File: config.mk
export PLATFORM = sky130hd
export DESIGN_NAME = paged_frame_allocator_top
export DESIGN_NICKNAME = d
export VERILOG_FILES = /design/src/rtl/pfa_pkg.sv /design/src/rtl/paged_frame_allocator_top.sv /design/src/rtl/pfa_ram.sv
export SDC_FILE = /design/constraint.sdc
export NUM_CORES = 2
export LEC_CHECK = 0
export ABC_AREA = 0
export BUFFER_PORTS_ARGS = -buffer_cell sky130_fd_sc_hd__buf_2
export CORE_ASPECT_RATIO = 1.5
export CORE_UTILIZATION = 51
export DETAILED_ROUTE_END_ITERATION = 8
export GPL_TIMING_DRIVEN = 0
export PLACE_DENSITY = 0.75
export SYNTH_ARGS = -nofsm -noshare
export SYNTH_HDL_FRONTEND = slang
export SYNTH_SLANG_ARGS = --single-unit
File: constraint.sdc
create_clock -name i_clk -period 10.4 [get_ports i_clk]
set_input_delay 0.52 -clock i_clk [delete_from_list [all_inputs] [get_ports i_clk]]
set_output_delay 0.52 -clock i_clk [all_outputs]
set_load 0.005 [all_outputs]
File: src/rtl/pfa_pkg.sv
// Shared types and constants of the paged frame allocator.
// Holds the request and response word layouts, codes and fixed field widths.
// No dependencies.
package pfa_pkg;

    localparam int PID_W   = 8;
    localparam int SIZE_W  = 20;
    localparam int FSZ_W   = 16;
    localparam int FC_W    = 9;
    localparam int CNT_W   = 9;
    // Quotient width of the rounded-up page division: size + frame size - 1.
    localparam int QUO_W   = SIZE_W + 1;
    localparam int STEP_W  = $clog2(QUO_W + 1);

    localparam logic REG_FRAME_COUNT = 1'b0;
    localparam logic REG_FRAME_SIZE  = 1'b1;

    typedef enum logic [1:0] {
        ACT_ALLOC  = 2'd0,
        ACT_REMOVE = 2'd1,
        ACT_CLEAR  = 2'd2,
        ACT_NOP    = 2'd3
    } t_action;

    typedef enum logic [2:0] {
        STS_OK        = 3'd0,
        STS_INSUFF    = 3'd1,
        STS_ALREADY   = 3'd2,
        STS_NOT_ALLOC = 3'd3,
        STS_BAD_SIZE  = 3'd4
    } t_status;

    typedef enum logic [2:0] {
        ST_IDLE,
        ST_CLR,
        ST_OWN,
        ST_DIV,
        ST_CHECK,
        ST_CLAIM,
        ST_REMOVE,
        ST_DONE
    } t_state;

    typedef struct packed {
        t_action             action;
        logic [PID_W-1:0]    pid;
        logic [SIZE_W-1:0]   process_size_kb;
    } t_req;

    typedef struct packed {
        t_status             status;
        logic [CNT_W-1:0]    page_count;
    } t_rsp;

endpackage

File: src/rtl/paged_frame_allocator_top.sv
// Paged frame allocator: one request word at a time, one response word each.
// Allocate makes two scans of the owner RAM at one frame per cycle, with a
// one-bit-per-cycle divider between them; remove makes one scan and clear one clearing
// pass; requests rejected on entry go straight to the response. A new request is taken
// when the previous is done. Reset and any frame_count write start a clearing pass over
// the owner RAM, during which input is stalled. Depends on pfa_pkg and pfa_ram.
module paged_frame_allocator_top
    import pfa_pkg::*;
#(
    parameter int N_FRAMES = 256,
    parameter int MAX_PID  = 255
) (
    input  logic        i_clk,
    input  logic        i_rst_n,
    input  logic        i_in_valid,
    output logic        o_in_stall,
    input  t_req        i_in_data,
    output logic        o_out_valid,
    input  logic        i_out_stall,
    output t_rsp        o_out_data,
    input  logic        psel,
    input  logic        penable,
    input  logic        pwrite,
    input  logic [2:0]  paddr,
    input  logic [31:0] pwdata,
    output logic [31:0] prdata,
    output logic        pready
);

    localparam int IW = $clog2(N_FRAMES);
    localparam int CW = $clog2(N_FRAMES + 1);
    localparam int AW = (CW > FC_W) ? CW : FC_W;

    function automatic logic [AW-1:0] active_of(input logic [FC_W-1:0] fc);
        logic [AW-1:0] fcw;
        fcw = AW'(fc);
        return (fcw > AW'(N_FRAMES)) ? AW'(N_FRAMES) : fcw;
    endfunction

    t_state              r_state, n_state;
    logic [AW-1:0]       r_addr, n_addr;
    logic                r_rd_vld, n_rd_vld;
    logic [IW-1:0]       r_chk_addr, n_chk_addr;
    logic [CNT_W-1:0]    r_count, n_count;
    logic [CNT_W-1:0]    r_free, n_free;
    logic [QUO_W-1:0]    r_quo, n_quo;
    logic [FSZ_W-1:0]    r_rem, n_rem;
    logic [STEP_W-1:0]   r_step, n_step;
    logic [PID_W-1:0]    r_pid, n_pid;
    t_status             r_status, n_status;
    logic                r_clr_rsp, n_clr_rsp;
    logic [FC_W-1:0]     r_frame_count, n_frame_count;
    logic [FSZ_W-1:0]    r_frame_size, n_frame_size;
    logic                r_out_vld, n_out_vld;
    t_rsp                r_out, n_out;

    logic [AW-1:0]       active;
    logic                in_acc, cfg_wr, pid_ok;
    logic                scan_issue, scan_end;
    logic [FSZ_W:0]      rem_sh, rem_sub;
    logic                div_ge;
    logic                ram_we, ram_re;
    logic [IW-1:0]       ram_waddr;
    logic [PID_W-1:0]    ram_wdata, ram_rdata;

    pfa_ram #(
        .WIDTH(PID_W),
        .DEPTH(N_FRAMES)
    ) u_owner_ram (
        .i_clk  (i_clk),
        .i_we   (ram_we),
        .i_waddr(ram_waddr),
        .i_wdata(ram_wdata),
        .i_re   (ram_re),
        .i_raddr(r_addr[IW-1:0]),
        .o_rdata(ram_rdata)
    );

    assign active     = active_of(r_frame_count);
    assign o_in_stall = (r_state != ST_IDLE);
    assign in_acc     = i_in_valid && !o_in_stall;
    assign cfg_wr     = psel && penable && pwrite;
    assign pid_ok     = (i_in_data.pid != '0) && (32'(i_in_data.pid) <= 32'(MAX_PID));
    assign scan_issue = (r_addr < active);
    assign scan_end   = !scan_issue && !r_rd_vld;

    // One restoring division step: shift in the next dividend bit, subtract if it fits.
    assign rem_sh  = {r_rem, r_quo[QUO_W-1]};
    assign div_ge  = (rem_sh >= {1'b0, r_frame_size});
    assign rem_sub = rem_sh - {1'b0, r_frame_size};

    assign pready      = 1'b1;
    assign prdata      = (paddr[2] == REG_FRAME_SIZE) ? {16'b0, r_frame_size}
                                                      : {23'b0, r_frame_count};
    assign o_out_valid = r_out_vld;
    assign o_out_data  = r_out;

    always_comb begin
        n_state       = r_state;
        n_addr        = r_addr;
        n_rd_vld      = r_rd_vld;
        n_chk_addr    = r_chk_addr;
        n_count       = r_count;
        n_free        = r_free;
        n_quo         = r_quo;
        n_rem         = r_rem;
        n_step        = r_step;
        n_pid         = r_pid;
        n_status      = r_status;
        n_clr_rsp     = r_clr_rsp;
        n_frame_count = r_frame_count;
        n_frame_size  = r_frame_size;
        n_out         = r_out;
        n_out_vld     = r_out_vld && i_out_stall;
        ram_we        = 1'b0;
        ram_re        = 1'b0;
        ram_waddr     = r_chk_addr;
        ram_wdata     = r_pid;

        // Shared scan engine: issue one read per cycle, handle its data the next cycle.
        if (r_state == ST_OWN || r_state == ST_CLAIM || r_state == ST_REMOVE) begin
            if (scan_issue) begin
                ram_re     = 1'b1;
                n_addr     = r_addr + AW'(1);
                n_rd_vld   = 1'b1;
                n_chk_addr = r_addr[IW-1:0];
            end else begin
                n_rd_vld   = 1'b0;
            end
        end

        unique case (r_state)
            ST_IDLE: begin
                if (in_acc) begin
                    n_pid    = i_in_data.pid;
                    n_count  = '0;
                    n_status = STS_OK;
                    n_addr   = '0;
                    n_rd_vld = 1'b0;
                    n_quo    = QUO_W'(i_in_data.process_size_kb) + QUO_W'(r_frame_size)
                               - QUO_W'(1);
                    unique case (i_in_data.action)
                        ACT_ALLOC: begin
                            if (!pid_ok) begin
                                n_status = STS_NOT_ALLOC;
                                n_state  = ST_DONE;
                            end else if (i_in_data.process_size_kb == '0 ||
                                         r_frame_size == '0) begin
                                n_status = STS_BAD_SIZE;
                                n_state  = ST_DONE;
                            end else begin
                                n_state  = ST_OWN;
                            end
                        end
                        ACT_REMOVE: begin
                            if (!pid_ok) begin
                                n_status = STS_NOT_ALLOC;
                                n_state  = ST_DONE;
                            end else begin
                                n_state  = ST_REMOVE;
                            end
                        end
                        ACT_CLEAR: begin
                            n_count   = CNT_W'(active) - r_free;
                            n_free    = CNT_W'(active);
                            n_clr_rsp = 1'b1;
                            n_state   = ST_CLR;
                        end
                        ACT_NOP: begin
                            n_state = ST_DONE;
                        end
                    endcase
                end
            end
            ST_CLR: begin
                ram_we    = 1'b1;
                ram_waddr = r_addr[IW-1:0];
                ram_wdata = '0;
                n_addr    = r_addr + AW'(1);
                if (r_addr == AW'(N_FRAMES - 1)) begin
                    n_state = r_clr_rsp ? ST_DONE : ST_IDLE;
                end
            end
            ST_OWN: begin
                if (r_rd_vld && ram_rdata == r_pid) begin
                    n_count = r_count + CNT_W'(1);
                end
                if (scan_end) begin
                    if (r_count != '0) begin
                        n_status = STS_ALREADY;
                        n_count  = '0;
                        n_state  = ST_DONE;
                    end else begin
                        n_rem   = '0;
                        n_step  = STEP_W'(QUO_W);
                        n_state = ST_DIV;
                    end
                end
            end
            ST_DIV: begin
                n_rem  = div_ge ? rem_sub[FSZ_W-1:0] : rem_sh[FSZ_W-1:0];
                n_quo  = {r_quo[QUO_W-2:0], div_ge};
                n_step = r_step - STEP_W'(1);
                if (r_step == STEP_W'(1)) begin
                    n_state = ST_CHECK;
                end
            end
            ST_CHECK: begin
                if (r_quo > QUO_W'(r_free)) begin
                    n_status = STS_INSUFF;
                    n_count  = '0;
                    n_state  = ST_DONE;
                end else begin
                    n_count  = '0;
                    n_addr   = '0;
                    n_rd_vld = 1'b0;
                    n_state  = ST_CLAIM;
                end
            end
            ST_CLAIM: begin
                // Reads issued past the last needed frame are simply not used.
                if (r_rd_vld && ram_rdata == '0 && QUO_W'(r_count) < r_quo) begin
                    ram_we  = 1'b1;
                    n_count = r_count + CNT_W'(1);
                end
                if (scan_end) begin
                    n_free  = r_free - r_count;
                    n_state = ST_DONE;
                end
            end
            ST_REMOVE: begin
                if (r_rd_vld && ram_rdata == r_pid) begin
                    ram_we    = 1'b1;
                    ram_wdata = '0;
                    n_count   = r_count + CNT_W'(1);
                end
                if (scan_end) begin
                    if (r_count == '0) begin
                        n_status = STS_NOT_ALLOC;
                    end else begin
                        n_free = r_free + r_count;
                    end
                    n_state = ST_DONE;
                end
            end
            ST_DONE: begin
                if (!r_out_vld || !i_out_stall) begin
                    n_out.status     = r_status;
                    n_out.page_count = r_count;
                    n_out_vld        = 1'b1;
                    n_clr_rsp        = 1'b0;
                    n_state          = ST_IDLE;
                end
            end
            default: begin
                n_state = ST_IDLE;
            end
        endcase

        // A new frame count frees every frame, so the owner RAM is swept again.
        if (cfg_wr) begin
            if (paddr[2] == REG_FRAME_COUNT) begin
                n_frame_count = pwdata[FC_W-1:0];
                n_free        = CNT_W'(active_of(pwdata[FC_W-1:0]));
                n_addr        = '0;
                n_rd_vld      = 1'b0;
                n_clr_rsp     = 1'b0;
                n_state       = ST_CLR;
            end else begin
                n_frame_size  = pwdata[FSZ_W-1:0];
            end
        end
    end

    always_ff @(posedge i_clk) begin
        if (!i_rst_n) begin
            r_state       <= ST_CLR;
            r_addr        <= '0;
            r_rd_vld      <= 1'b0;
            r_clr_rsp     <= 1'b0;
            r_frame_count <= FC_W'(256);
            r_frame_size  <= FSZ_W'(4);
            r_free        <= CNT_W'(active_of(FC_W'(256)));
            r_out_vld     <= 1'b0;
        end else begin
            r_state       <= n_state;
            r_addr        <= n_addr;
            r_rd_vld      <= n_rd_vld;
            r_clr_rsp     <= n_clr_rsp;
            r_frame_count <= n_frame_count;
            r_frame_size  <= n_frame_size;
            r_free        <= n_free;
            r_out_vld     <= n_out_vld;
        end
    end

    always_ff @(posedge i_clk) begin
        r_chk_addr <= n_chk_addr;
        r_count    <= n_count;
        r_quo      <= n_quo;
        r_rem      <= n_rem;
        r_step     <= n_step;
        r_pid      <= n_pid;
        r_status   <= n_status;
        r_out      <= n_out;
    end

`ifndef SYNTHESIS
    a_free_le_active: assert property (@(posedge i_clk) disable iff (!i_rst_n)
        AW'(r_free) <= active)
        else $error("free frame count exceeds active frames");

    a_accept_leaves_idle: assert property (@(posedge i_clk) disable iff (!i_rst_n)
        in_acc |=> (r_state != ST_IDLE))
        else $error("accepted request did not start work");

    a_claim_bounded: assert property (@(posedge i_clk) disable iff (!i_rst_n)
        (r_state == ST_CLAIM) |-> (QUO_W'(r_count) <= r_quo))
        else $error("claimed more frames than requested pages");

    a_idle_no_scan: assert property (@(posedge i_clk) disable iff (!i_rst_n)
        (r_state == ST_IDLE) |-> !r_rd_vld)
        else $error("scan data pending while idle");

    a_div_steps: assert property (@(posedge i_clk) disable iff (!i_rst_n)
        (r_state == ST_DIV) |-> (r_step != '0))
        else $error("divider ran past its last step");
`endif

endmodule

File: src/rtl/pfa_ram.sv
// Generic single-write, single-read RAM with a registered read port.
// No dependencies.
module pfa_ram #(
    parameter int WIDTH = 8,
    parameter int DEPTH = 256
) (
    input  logic                     i_clk,
    input  logic                     i_we,
    input  logic [$clog2(DEPTH)-1:0] i_waddr,
    input  logic [WIDTH-1:0]         i_wdata,
    input  logic                     i_re,
    input  logic [$clog2(DEPTH)-1:0] i_raddr,
    output logic [WIDTH-1:0]         o_rdata
);

    logic [WIDTH-1:0] r_mem [DEPTH];
    logic [WIDTH-1:0] r_rdata;

    always_ff @(posedge i_clk) begin
        if (i_we) begin
            r_mem[i_waddr] <= i_wdata;
        end
        if (i_re) begin
            r_rdata <= r_mem[i_raddr];
        end
    end

    assign o_rdata = r_rdata;

endmodule

# Word level (Yosys, flattened, before mapping)
# Memories as Yosys holds them, arrays and structs flattened. A register that Yosys moved wholly into a read port is not among the register bits.
# Index checks and enable logic that the tools add are counted.
[word_totals]
reg_bits = 131
mem_bits_rw = 2048
inputBits = 72
output_inout_bits = 47
elab_cells = 180
n_memories = 1
[op_classes]
add_sub_neg = 9
magnitude_cmp = 6
n_eq_ne = 21
mux = 85
bitwise = 1
n_reduce_logical = 40
[mem_list]
columns = ["memory", "depth", "width", "read_ports", "rd_clocked_by_memory_dff", "wr", "line", "source"]
rows = [
  ["u_owner_ram.r_mem", 256, 8, 1, 1, 1, "pfa_ram.sv:16", "logic [WIDTH-1:0] r_mem [DEPTH];"],
]
[ops]
columns = ["cell", "count"]
rows = [
  ["two-way mux 9 bit", 21],
  ["two-way mux 16 bit", 4],
  ["two-way mux 3 bit", 20],
  ["case mux 9 bit (3 select lines)", 2],
  ["case mux 9 bit (5 select lines)", 1],
  ["case mux 21 bit (2 select lines)", 1],
  ["case mux 16 bit (2 select lines)", 1],
  ["case mux 3 bit (4 select lines)", 2],
  ["adder 20 x 16 -> 21 bit", 1],
  ["> comparator 21 x 9 -> 1 bit", 1],
  ["< comparator 9 x 21 -> 1 bit", 1],
  ["two-way mux 21 bit", 1],
  ["case mux 3 bit (7 select lines)", 1],
  ["subtractor 21 x 1 -> 21 bit, second input constant", 1],
  ["logical NOT 20 bit", 1],
  ["two-way mux 1 bit", 19],
  ["adder 9 x 1 -> 9 bit, second input constant", 2],
  ["> comparator 9 bit, second input constant", 2],
  ["subtractor 9 bit", 2],
  ["greater-or-equal comparator 17 x 16 -> 1 bit", 1],
  ["logical NOT 16 bit", 1],
  ["two-way mux 8 bit", 2],
  ["case mux 8 bit (2 select lines)", 1],
  ["subtractor 16 bit", 1],
  ["other kinds (37)", 72],
]

# Depth between registers and ports, before layout
[logic_depth]
word_depth = 9
ltp_mapped = 16
depth_no_buf = 16

# Cells and area by module
# From an unflattened synthesis, not the netlist that was laid out.
[hier_totals]
cells_unflattened = 4923
hier_area_um2 = 89878.7
[modules_own_cells]
columns = ["module", "n_inst", "cells_per_inst", "area_per_inst_um2", "seq_area_each_um2"]
rows = [
  ["pfa_ram", 1, 3733, 79636.4, 61739.2],
  ["paged_frame_allocator_top", 1, 1190, 10242.3, 3443.3],
]

# Worst setup path before layout
# No wires, ideal clock.
[synth_path]
kind = "register to register"
from = "reg r_state[1]"
to = "mem u_owner_ram.r_mem[0][0] (data pin)"
setup_time_ns = 1.393
arrival_time_ns = 7.508
required_time_ns = 9.007
slack_ns = 1.499
stages_incl_launch_ff = 9
n_path_buf = 4
synth_period_minus_slack_ns = 8.901
cell_sequence = "dfxtp_1 buf_2 nor2_1 nand2_1 clkbuf_1 buf_1 o21ai_1 clkbuf_1 nor2_1"
[synth_between]
elab_chain_len = 2
word_cells_on_any_way = 3
classes_between = "eq/ne: 2; mux: 1"
[synth_rtl]
columns = ["element", "line", "source"]
rows = [
  ["from (decl)", "paged_frame_allocator_top.sv:40", "t_state r_state, n_state;"],
  ["from (signal assigned)", "paged_frame_allocator_top.sv:286", "r_state <= n_state;"],
  ["== test 3 bit / == test 3 x 1 -> 1 bit (equally long branches)", "paged_frame_allocator_top.sv:132", "unique case (r_state)"],
  ["case mux 8 bit (2 select lines) (*)", "paged_frame_allocator_top.sv:132", ""],
  ["via ram_wdata[0]", "paged_frame_allocator_top.sv:64", "logic [PID_W-1:0] ram_wdata, ram_rdata;"],
  ["to (decl)", "pfa_ram.sv:16", ""],
]
# Mark *: on every way through the listed nets, which the timed path passes. The rest lies on a longest branch.

# Worst setup path after layout
[layout_path]
from = "reg r_addr[2]"
to = "mem u_owner_ram.r_mem[234][6], enable pin"
[layout_between]
elab_chain_len = 1
[layout_rtl]
columns = ["element", "line", "source"]
rows = [
  ["from (decl)", "paged_frame_allocator_top.sv:41", "logic [AW-1:0] r_addr, n_addr;"],
  ["from (signal assigned)", "paged_frame_allocator_top.sv:287", "r_addr <= n_addr;"],
  ["two-way mux 8 bit", "paged_frame_allocator_top.sv:132", ""],
]
# No other way between the ends.

==> results.sh <==
export IMPL_power_frac_comb=0.076
export IMPL_cts_clk_slew_worst_paths_ns=0.07
export IMPL_max_slew_margin_rel=-0.0724
export IMPL_slew_viol_final=111
export IMPL_gp_congestion=1.06
export IMPL_powerDensity_mw_per_mm2=179
export IMPL_period_share=0.611
export IMPL_syn_avg_cell_area_um2=19.7
export IMPL_root_buffer="clkbuf_16"
export IMPL_drc=48
export IMPL_place_inst=7011
export IMPL_p_leak_nw=31.2
export IMPL_post_dp_hpwl_um=188000
export IMPL_yosysWarnings=0
export IMPL_p_int_mw=14.1
export IMPL_io_pins=119
export IMPL_fin_setup_tns_ns=0
export IMPL_max_freq_mhz=157
export IMPL_cp_top_family="buffers and inverters"
export IMPL_p_seq_frac=0.528
export IMPL_status="complete, but fails checks"
export IMPL_synth_top_cell_by_area="edfxtp_1"
export IMPL_finalWirelength_um=269000
export IMPL_finalHoldViolations=0
export IMPL_hold_start="i_in_data[29]"
export IMPL_ys_ff_latch=2187
export IMPL_crit_start="r_addr[2]"
export IMPL_final_cells=7388
export IMPL_peakVddDrop_mv=0.131
export IMPL_grt_pass1_wl_um=373000
export IMPL_clockBufferDepth=4
export IMPL_synthDistinctLibCells=68
export IMPL_wl_per_cell_um=36.4
export IMPL_min_period_ns=6.36
export IMPL_hold_depth=3
export IMPL_failed_checks="design-rule violations, max-capacitance violations, max-slew violations"
export IMPL_syn_area_mm2=0.0903
export IMPL_synth_edf_count=2138
export IMPL_hold_buffers=24
export IMPL_p_switching_mw=4.02
export IMPL_grt_antenna_before_repair=10
export IMPL_clk_latency_ns=0.87
export IMPL_cp_buffers_inverters=4
export IMPL_final_nets=5137
export IMPL_path_common_cell="clkbuf_1"
export IMPL_critical_path_class="reg2reg"
export IMPL_min_path_type="in2reg"
export IMPL_layout_commonest_cell="edfxtp_1"
export IMPL_numCtsBuffers=193
export IMPL_ys_top_cells_by_area="edfxtp_1 (71%), mux4_2 (17%), o22ai_1 (1.8%), ha_1 (1.5%), dfxtp_1 (1.1%)"
export IMPL_die_area_mm2=0.179
export IMPL_fin_area_mm2=0.101
export IMPL_drt_iter0_drc=7231
export IMPL_grt_max_degree=57
export IMPL_async_reset_ff_frac=0
export IMPL_tritoncts="done"
export IMPL_skew_ns=0.0349
export IMPL_rsz0062_at_grt="false"
export IMPL_crit_cells=8
export IMPL_cp_arrival_ns=6.72
export IMPL_vias=50143
export IMPL_viasPerCell=6.79
export IMPL_final_cell_mix="edfxtp_1 (2138), mux4_2 (672), o22ai_1 (263)"
export IMPL_tightest_slew_ns=1.61
export IMPL_final_antenna_net_count=0
export IMPL_drive_gt1_frac=0.235
export IMPL_sw_frac_of_total=0.222
export IMPL_area_growth_pct=12.0
export IMPL_die_x_um=346
export IMPL_crit_slowest_cell="clkbuf_1"
export IMPL_clockPowerShare=0.396
export IMPL_post_cts_resized=0
export IMPL_dpl_cell_area_mm2=0.0946
export IMPL_track_usage=0.301
export IMPL_core_area_mm2=0.175
export IMPL_clock_sinks=2187
export IMPL_max_stage_delay_ns=1.12
export IMPL_seq_area_frac_synth=0.722
export IMPL_cp_start_kind="flip-flop"
export IMPL_num_rows=188
export IMPL_htreeDepth=4
export IMPL_setup_viol=0
export IMPL_dr_pass1_iters=9
export IMPL_crit_path_max_fanout=10
export IMPL_utilization=0.577
export IMPL_ys_flop_type="edfxtp_1"
export IMPL_r2r_start="r_addr[2]"
export IMPL_path_cells="clkbuf_1 > clkbuf_1 > buf_1 > nand3b_1 > nand2_1 > o21ai_1 > clkbuf_1 > o22ai_1"
export IMPL_io_buffers=83
export IMPL_drv_cap=13
export IMPL_grt_pass1_vias=50178
export IMPL_synth_top_area_share=0.711
export IMPL_worstSetupEndpointType="flip-flop"
export IMPL_die_height_um=517
export IMPL_grt_overflow=0
export IMPL_post_cts_setup_buffers=0
export IMPL_ff2ff_path_depth=8
export IMPL_cp_required_ns=10.76
export IMPL_postSynthCellCount=4586
export IMPL_start_util=0.515
## power groups by stage
stage / clock network (mW) / logic [mW] / registers, mW
3_3_place_gp: 0 / 1.30 / 9.75
3_5_place_dp: 0 / 1.31 / 9.75
6_report: 7.16 / 1.37 / 9.55
2_1_floorplan: 0 / 0.802 / 9.74
4_1_cts: 7.16 / 1.33 / 9.55
5_1_grt: 7.46 / 1.38 / 9.55
## cells by family after synthesis
logic type      share of synthesized area
xor+xnor                          0.00534
fa+ha+maj                          0.0161
buf+inv                            0.0190
other cells                     0.0000832
flops                               0.722
mux                                 0.169
compound gates                     0.0414
simple gates                       0.0271
## per-layer routing
metal | vias to the layer above | wire length, um | GRT usage
met5 | - | 178 | 0.00107
met4 | 20 | 25400 | 0.231
met3 | 1104 | 26900 | 0.0692
met2 | 3644 | 134000 | 0.512
met1 | 25594 | 82800 | 0.328
li1 | 19781 | - | -
## state kept, by name, summed over array words and instances, names as in the netlist, 3 cells and up
signal and flops:
o_out_data 12, r_addr 9, r_chk_addr 8, r_count 9
r_frame_count 9, r_frame_size 16, r_free 9, r_pid 8
r_quo 21, r_rem 16, r_state 3, r_status 3
r_step 5, u_owner_ram.o_rdata 8, u_owner_ram.r_mem 2048
## worst reg2reg max path, cell delays in order, from the launching register on
cell	delay [ns]
dfxtp_1	0.42
clkbuf_1	0.56
clkbuf_1	1.10
buf_1	0.78
nand3b_1	0.21
nand2_1	0.14
o21ai_1	0.69
clkbuf_1	1.12
o22ai_1	0.87
## layout make-up
class	instances	area, um^2
repair buffers	156	1630
multi-input cells	1995	23500
fillers	12514	74100
diodes	5	12.5
clock buffers	248	5220
plain buffers	276	1200
clock inverters	98	948
flip-flops and latches	2187	65200
inverters	143	537
well taps	2280	2850
## final timing paths
path                          endpoint  slack [ns]
max          u_owner_ram.r_mem[234][6]        4.04
min                         r_state[0]        0.03
max reg2reg  u_owner_ram.r_mem[234][6]        4.04
min reg2reg             o_out_data[11]        0.43
## cells in the mapped netlist (5+ instances only)
cell type / number
a211oi_1: 9
a21boi_0: 25
a21o_1: 30
a21oi_1: 73
a221oi_1: 5
a22oi_1: 19
a31oi_1: 7
and2_1: 5
buf_1: 26
buf_2: 63
buf_4: 18
clkbuf_1: 169
dfxtp_1: 49
edfxtp_1: 2138
fa_1: 5
ha_1: 108
inv_1: 140
mux2_2: 9
mux4_2: 672
nand2_1: 250
nand2b_1: 15
nand3_1: 44
nand3b_1: 9
nand4_1: 15
nor2_1: 106
nor2b_1: 23
nor3_1: 18
nor3b_1: 5
nor4_1: 18
o211ai_1: 5
o21a_1: 12
o21ai_0: 72
o21ai_1: 10
o221ai_1: 6
o22ai_1: 265
o31ai_1: 18
or2_2: 6
or3_1: 13
xnor2_1: 25
xor2_1: 30
## per-stage QoR
stage	power (mW)	worst slack [ns]	hold WS, ns
6_report	18.1	4.04	0.0344
5_1_grt	18.4	4.29	0.0495
4_1_cts	18.0	4.49	0.00317
3_5_place_dp	11.1	4.43	0.408
3_3_place_gp	11.0	-6.91	0.404
2_1_floorplan	10.5	1.50	0.400
(Power assumes the default switching activity.)
